$ cat src/rtl/tmcr_pkg.sv
package tmcr_pkg;

    // Raster geometry defaults; the top level takes these as parameter defaults.
    localparam int DEF_COLUMNS     = 40;
    localparam int DEF_ROWS        = 25;
    localparam int DEF_VIDEO_DEPTH = 2048;

    // Fixed geometry of the glyphs and of the stream fields.
    localparam int GLYPH_LINES = 8;
    localparam int GLYPH_DEPTH = 2048;
    localparam int LINE_W      = 3;
    localparam int COL_W       = 6;
    localparam int ROW_W       = 5;
    localparam int BYTE_W      = 8;
    localparam int ADDR_IN_W   = 11;
    localparam int KIND_W      = 2;
    localparam int SCAN_W      = ROW_W + LINE_W;

    // Port widths.
    localparam int IN_TDATA_W  = 24;
    localparam int OUT_TDATA_W = 32;
    localparam int APB_ADDR_W  = 3;
    localparam int APB_DATA_W  = 32;
    localparam int SCROLL_W    = 16;

    // Item kinds carried in the slave-side tuser.
    typedef enum logic [KIND_W-1:0] {
        KIND_VIDEO_WR = 2'd0,
        KIND_GLYPH_WR = 2'd1,
        KIND_SLICE    = 2'd2
    } kind_t;

    // Register indexes, decoded from paddr[2].
    typedef enum logic {
        REG_BIT_ORDER = 1'b0,
        REG_SCROLL    = 1'b1
    } reg_idx_t;

    // Everything a slice carries alongside its pixels.
    typedef struct packed {
        logic [BYTE_W-1:0] cursor_count;
        logic              frame_parity;
        logic              frame_end;
        logic [SCAN_W-1:0] scan_line;
        logic [COL_W-1:0]  column;
    } slice_info_t;

endpackage

$ cat src/rtl/tmcr_raster.sv
module tmcr_raster #(
    parameter int COLUMNS     = tmcr_pkg::DEF_COLUMNS,
    parameter int ROWS        = tmcr_pkg::DEF_ROWS,
    parameter int VIDEO_DEPTH = tmcr_pkg::DEF_VIDEO_DEPTH,
    localparam int VADDR_W    = $clog2(VIDEO_DEPTH)
) (
    input  logic                  clk,
    input  logic                  rst_n,
    input  logic                  step,
    input  logic [VADDR_W-1:0]    scroll_mod,
    output logic [VADDR_W-1:0]    cell_addr,
    output tmcr_pkg::slice_info_t info
);
    import tmcr_pkg::*;

    localparam int OFF_W  = COL_W + ROW_W;
    localparam int CELL_W = VADDR_W + 2;

    logic [COL_W-1:0]  col_reg, col_next;
    logic [LINE_W-1:0] line_reg, line_next;
    logic [ROW_W-1:0]  row_reg, row_next;
    logic              parity_reg, parity_next;
    logic [BYTE_W-1:0] blink_reg, blink_next;

    logic              frame_start;
    logic              last_col;
    logic              last_line;
    logic              last_row;
    logic [OFF_W-1:0]  offset;
    logic [CELL_W-1:0] sum0;
    logic [CELL_W-1:0] sum1;
    logic [CELL_W-1:0] sum2;

    assign frame_start = (col_reg == '0) && (line_reg == '0) && (row_reg == '0);
    assign last_col    = (col_reg == COL_W'(COLUMNS - 1));
    assign last_line   = (line_reg == LINE_W'(GLYPH_LINES - 1));
    assign last_row    = (row_reg == ROW_W'(ROWS - 1));

    // The offset stays below 2048 and the reduced scroll below the depth, so the
    // sum is under three times the depth and two conditional subtracts wrap it.
    always_comb
    begin
        offset = OFF_W'(row_reg) * OFF_W'(COLUMNS) + OFF_W'(col_reg);
        sum0   = CELL_W'(scroll_mod) + CELL_W'(offset);
        sum1   = (sum0 >= CELL_W'(VIDEO_DEPTH)) ? sum0 - CELL_W'(VIDEO_DEPTH) : sum0;
        sum2   = (sum1 >= CELL_W'(VIDEO_DEPTH)) ? sum1 - CELL_W'(VIDEO_DEPTH) : sum1;
    end

    assign cell_addr = VADDR_W'(sum2);

    always_comb
    begin
        info.column       = col_reg;
        info.scan_line    = {row_reg, line_reg};
        info.frame_end    = last_col && last_line && last_row;
        info.frame_parity = parity_reg ^ frame_start;
        info.cursor_count = blink_reg + BYTE_W'(frame_start);
    end

    always_comb
    begin
        col_next    = col_reg;
        line_next   = line_reg;
        row_next    = row_reg;
        parity_next = parity_reg;
        blink_next  = blink_reg;
        if (step)
        begin
            parity_next = info.frame_parity;
            blink_next  = info.cursor_count;
            if (last_col)
            begin
                col_next = '0;
                if (last_line)
                begin
                    line_next = '0;
                    row_next  = last_row ? '0 : row_reg + 1'b1;
                end
                else
                begin
                    line_next = line_reg + 1'b1;
                end
            end
            else
            begin
                col_next = col_reg + 1'b1;
            end
        end
    end

    always_ff @(posedge clk or negedge rst_n)
    begin
        if (!rst_n)
        begin
            col_reg    <= '0;
            line_reg   <= '0;
            row_reg    <= '0;
            parity_reg <= 1'b0;
            blink_reg  <= '0;
        end
        else
        begin
            col_reg    <= col_next;
            line_reg   <= line_next;
            row_reg    <= row_next;
            parity_reg <= parity_next;
            blink_reg  <= blink_next;
        end
    end

endmodule

$ cat config.mk
export PLATFORM = sky130hd
export DESIGN_NAME = tmcr_raster
export DESIGN_NICKNAME = d
export VERILOG_FILES = /design/src/rtl/tmcr_pkg.sv /design/src/rtl/tmcr_raster.sv
export SDC_FILE = /design/constraint.sdc
export NUM_CORES = 1
export LEC_CHECK = 0
export ABC_CLOCK_PERIOD_IN_PS = 3650
export BUFFER_PORTS_ARGS = -buffer_cell sky130_fd_sc_hd__buf_4
export CORE_ASPECT_RATIO = 0.75
export CORE_UTILIZATION = 50
export DETAILED_ROUTE_END_ITERATION = 7
export PLACE_DENSITY_LB_ADDON = 0.08
export SLEW_MARGIN = 20
export SYNTH_ARGS = -nofsm -noshare
export SYNTH_HDL_FRONTEND = slang
export SYNTH_SLANG_ARGS = --single-unit
$ cat constraint.sdc
create_clock -name clk -period 3.65 [get_ports clk]
set_input_delay 0.1825 -clock clk [delete_from_list [all_inputs] [get_ports clk]]
set_output_delay 0.1825 -clock clk [all_outputs]
set_load 0.01 [all_outputs]
==> impl_metrics.py <==
metrics = {
    "logic_synthesis": {
        "synthTopCellsByCount": "28 x ha_1, 23 x dfrtp_1, 22 x xnor2_1",
        "syn_inst": 206,
        "synth_seq_cells": 23,
        "synth_flop_cell": "dfrtp_1",
        "yosysMostFrequentCell": "ha_1",
        "avgSynthCellArea_um2": 9.32,
        "async_flop_share": 1.00,
        "netlist_area_um2": 1920,
        "synth_fp_nets": 251,
        "yosys_warnings": 0,
        "synth_area_leaders": "dfrtp_1 30%, ha_1 18%, xnor2_1 10%, xor2_1 6.8%, nand2_1 3.3%",
        "ys_seq_area_frac": 0.300,
        "synth_edf_count": 0,
        "synth_area_leader_cell": "dfrtp_1",
        "synth_top_area_share": 0.300,
        "synth.distinct_cells": 29,
    },
    "timing": {
        "worstMarginPinSlew_ps": 331,
        "fmax_ghz": 0.289,
        "period_share": 0.948,
        "fin_ws_ps": 189,
        "slew_headroom": 0.777,
        "final.setup.tns_ps": 0,
        "hold_viol": 0,
        "finClkSkew_ps": 3.79,
        "finalMaxSlewViolations": 0,
        "setup_viol_count_final": 0,
        "fin_hold_ws_ps": 223,
        "min_period_ps": 3460,
    },
    "worst_setup_path": {
        "worst_path_most_repeated_cell": "ha_1",
        "reg2reg_slack_ps": 1330,
        "path_max_fanout": 4,
        "arrival_ps": 3280,
        "critPathMaxStageDelay_ps": 600,
        "critPathRequiredTime_ps": 3470,
        "cp-end-kind": "output port",
        "crit_type": "flip-flop to output port",
        "start_kind": "flip-flop",
        "r2r-end": "blink_reg[7]",
        "r2r_start": "row_reg[1]",
        "reg2reg_depth": 10,
        "crit_chain": "ha_1 -> ha_1 -> fa_1 -> nand2_1 -> nor2_2 -> xor2_1 -> ha_1 -> nand3_1 -> o31ai_2 -> a21oi_1 -> xnor2_1 -> buf_4",
        "slowest_stage": "fa_1",
    },
    "cts": {
        "cts_htree_levels": 1,
        "clk_pin_slew_ps": 80,
        "clockRootBuffer": "clkbuf_8",
        "cts_buffers": 3,
        "cts_tree": "done",
        "cts_buffer_depth": 2,
        "clock_latency_ps": 260,
        "cts.sinks": 23,
    },
    "pwr": {
        "power.leakage_nw": 1.28,
        "p_per_area_nw_per_um2": 484,
        "power.total_mw": 1.17,
        "ir_worst_vdd_mv": 0.285,
    },
    "route": {
        "wl_per_cell_um": 12.1,
        "vias_per_cell": 5.03,
        "totalWireLength_um": 3750,
        "drt_iter0_drc": 19,
        "vias": 1565,
        "firstDrtPassIters": 4,
        "antenna_left": 0,
        "drc": 0,
    },
    "hold_path": {
        "hp-start": "step",
        "min_to": "col_reg[1]",
        "hold_path.class": "input port to flip-flop",
        "whs_path_depth": 2,
    },
    "global_routing": {
        "grt_pass1_vias": 1320,
        "gr-total-overflow": 0,
        "grt_first_pass_wirelength_um": 6240,
        "antenna_found_initial": 0,
        "grt.total_usage": 0.200,
        "grt_max_degree": 24,
    },
    "layout": {
        "final_util": 0.659,
        "fillers": 316,
        "largest_reg_flops": 8,
        "area_growth_pct": 25.7,
        "nets": 305,
        "drive_above_1_share": 0.239,
        "num_antenna_cells": 0,
        "fin_area_um2": 2410,
        "final_cells": 311,
    },
    "place": {
        "gp_congestion": 0.791,
        "place_area_um2": 2330,
        "dp_cells": 303,
        "dp_hpwl_um": 2980,
        "port_buffers": 48,
        "pre_cts_slack_ps": 457,
    },
    "floorplanning": {
        "ios": 49,
        "rows": 19,
        "die_area_um2": 4090,
        "die_h_um": 55.7,
        "fp.dieW_um": 73.5,
        "initial_core_util": 0.524,
        "core_um2": 3660,
    },
    "status": {
        "status": "completed",
    },
    "job": {
        "maxCapViolCount": 0,
    },
}
[report_power, final]
part | internal, mW | total (mW) | switching [mW]
sequential | 0.289 | 0.348 | 0.0592
combinational | 0.339 | 0.663 | 0.325
clock | 0.0779 | 0.156 | 0.0780
total | 0.706 | 1.17 | 0.462
[worst max-delay path, delay by kind of cell, from the launching register on]
family | cells | cell delay (ps)
flops | 1 | 440
xor+xnor | 2 | 240
compound gates | 2 | 370
fa+ha+maj | 4 | 1500
buf+inv | 1 | 140
simple gates | 3 | 320
[per-layer routing]
layer / global-route usage / wire length, µm / vias up
met5: 0 / 0 / -
met2: 0.277 / 1510 / 39
li1: - / - / 819
met4: 0.0577 / 42 / 0
met1: 0.310 / 2020 / 702
met3: 0.0453 / 179 / 5
[cell families after synthesis]
logic type | after synthesis | share of synthesized area
XOR/XNOR | 37 | 0.169
buffers and inverters | 15 | 0.0332
multiplexers | 4 | 0.0235
adder cells (fa/ha/maj) | 31 | 0.214
flip-flops | 23 | 0.300
AND/OR/NAND/NOR | 64 | 0.161
AO/OA/AOI/OAI | 32 | 0.0997
[how the worst max path moves through the flow]
stage                               end  slack (ps)        from
after floorplan           cell_addr[10]         680  row_reg[1]
after global placement    cell_addr[10]         560  row_reg[3]
after detailed placement  cell_addr[10]         460  row_reg[1]
after CTS                 cell_addr[10]         150  row_reg[1]
after global routing      cell_addr[10]         -10  row_reg[1]
final                     cell_addr[10]         190  row_reg[1]
[cells in the final DEF (no fill, tap or decap)]
cell type	count
clkbuf_1	1
nor4_1	2
nand3_1	6
ha_1	28
o21ai_0	12
nor2b_1	3
fa_1	3
clkbuf_8	3
o2111ai_1	1
dfrtp_2	2
nand4_1	6
dlygate4sd3_1	1
nand2b_1	1
nor2_2	1
xor2_1	15
and3_1	6
o21a_1	1
a31oi_1	1
nor3_1	3
o31ai_2	1
xnor2_1	22
buf_4	51
nor2_1	15
inv_1	12
or3_1	1
a21o_1	7
o31a_1	1
a21oi_1	8
dfrtp_1	21
mux2_2	4
nand2_1	17
nand3b_1	2
and2_1	1
[final cells by class]
cell class	instances	area [µm²]	share of cell area
clock buffers	4	45.0	0.0187
multi-input cells	168	1290	0.533
flip-flops and latches	23	578	0.240
well taps	52	65.1	0.0270
repair buffers	52	393	0.163
inverters	12	45.0	0.0187
[repair_timing]
action,CTS,global route
endpoints found under the setup margin,0,1
resized for setup,0,4
endpoints found under the hold margin,23,0
hold buffers,1,0
buffers inserted,0,3
Note: power is estimated with default switching activity, not from simulation.
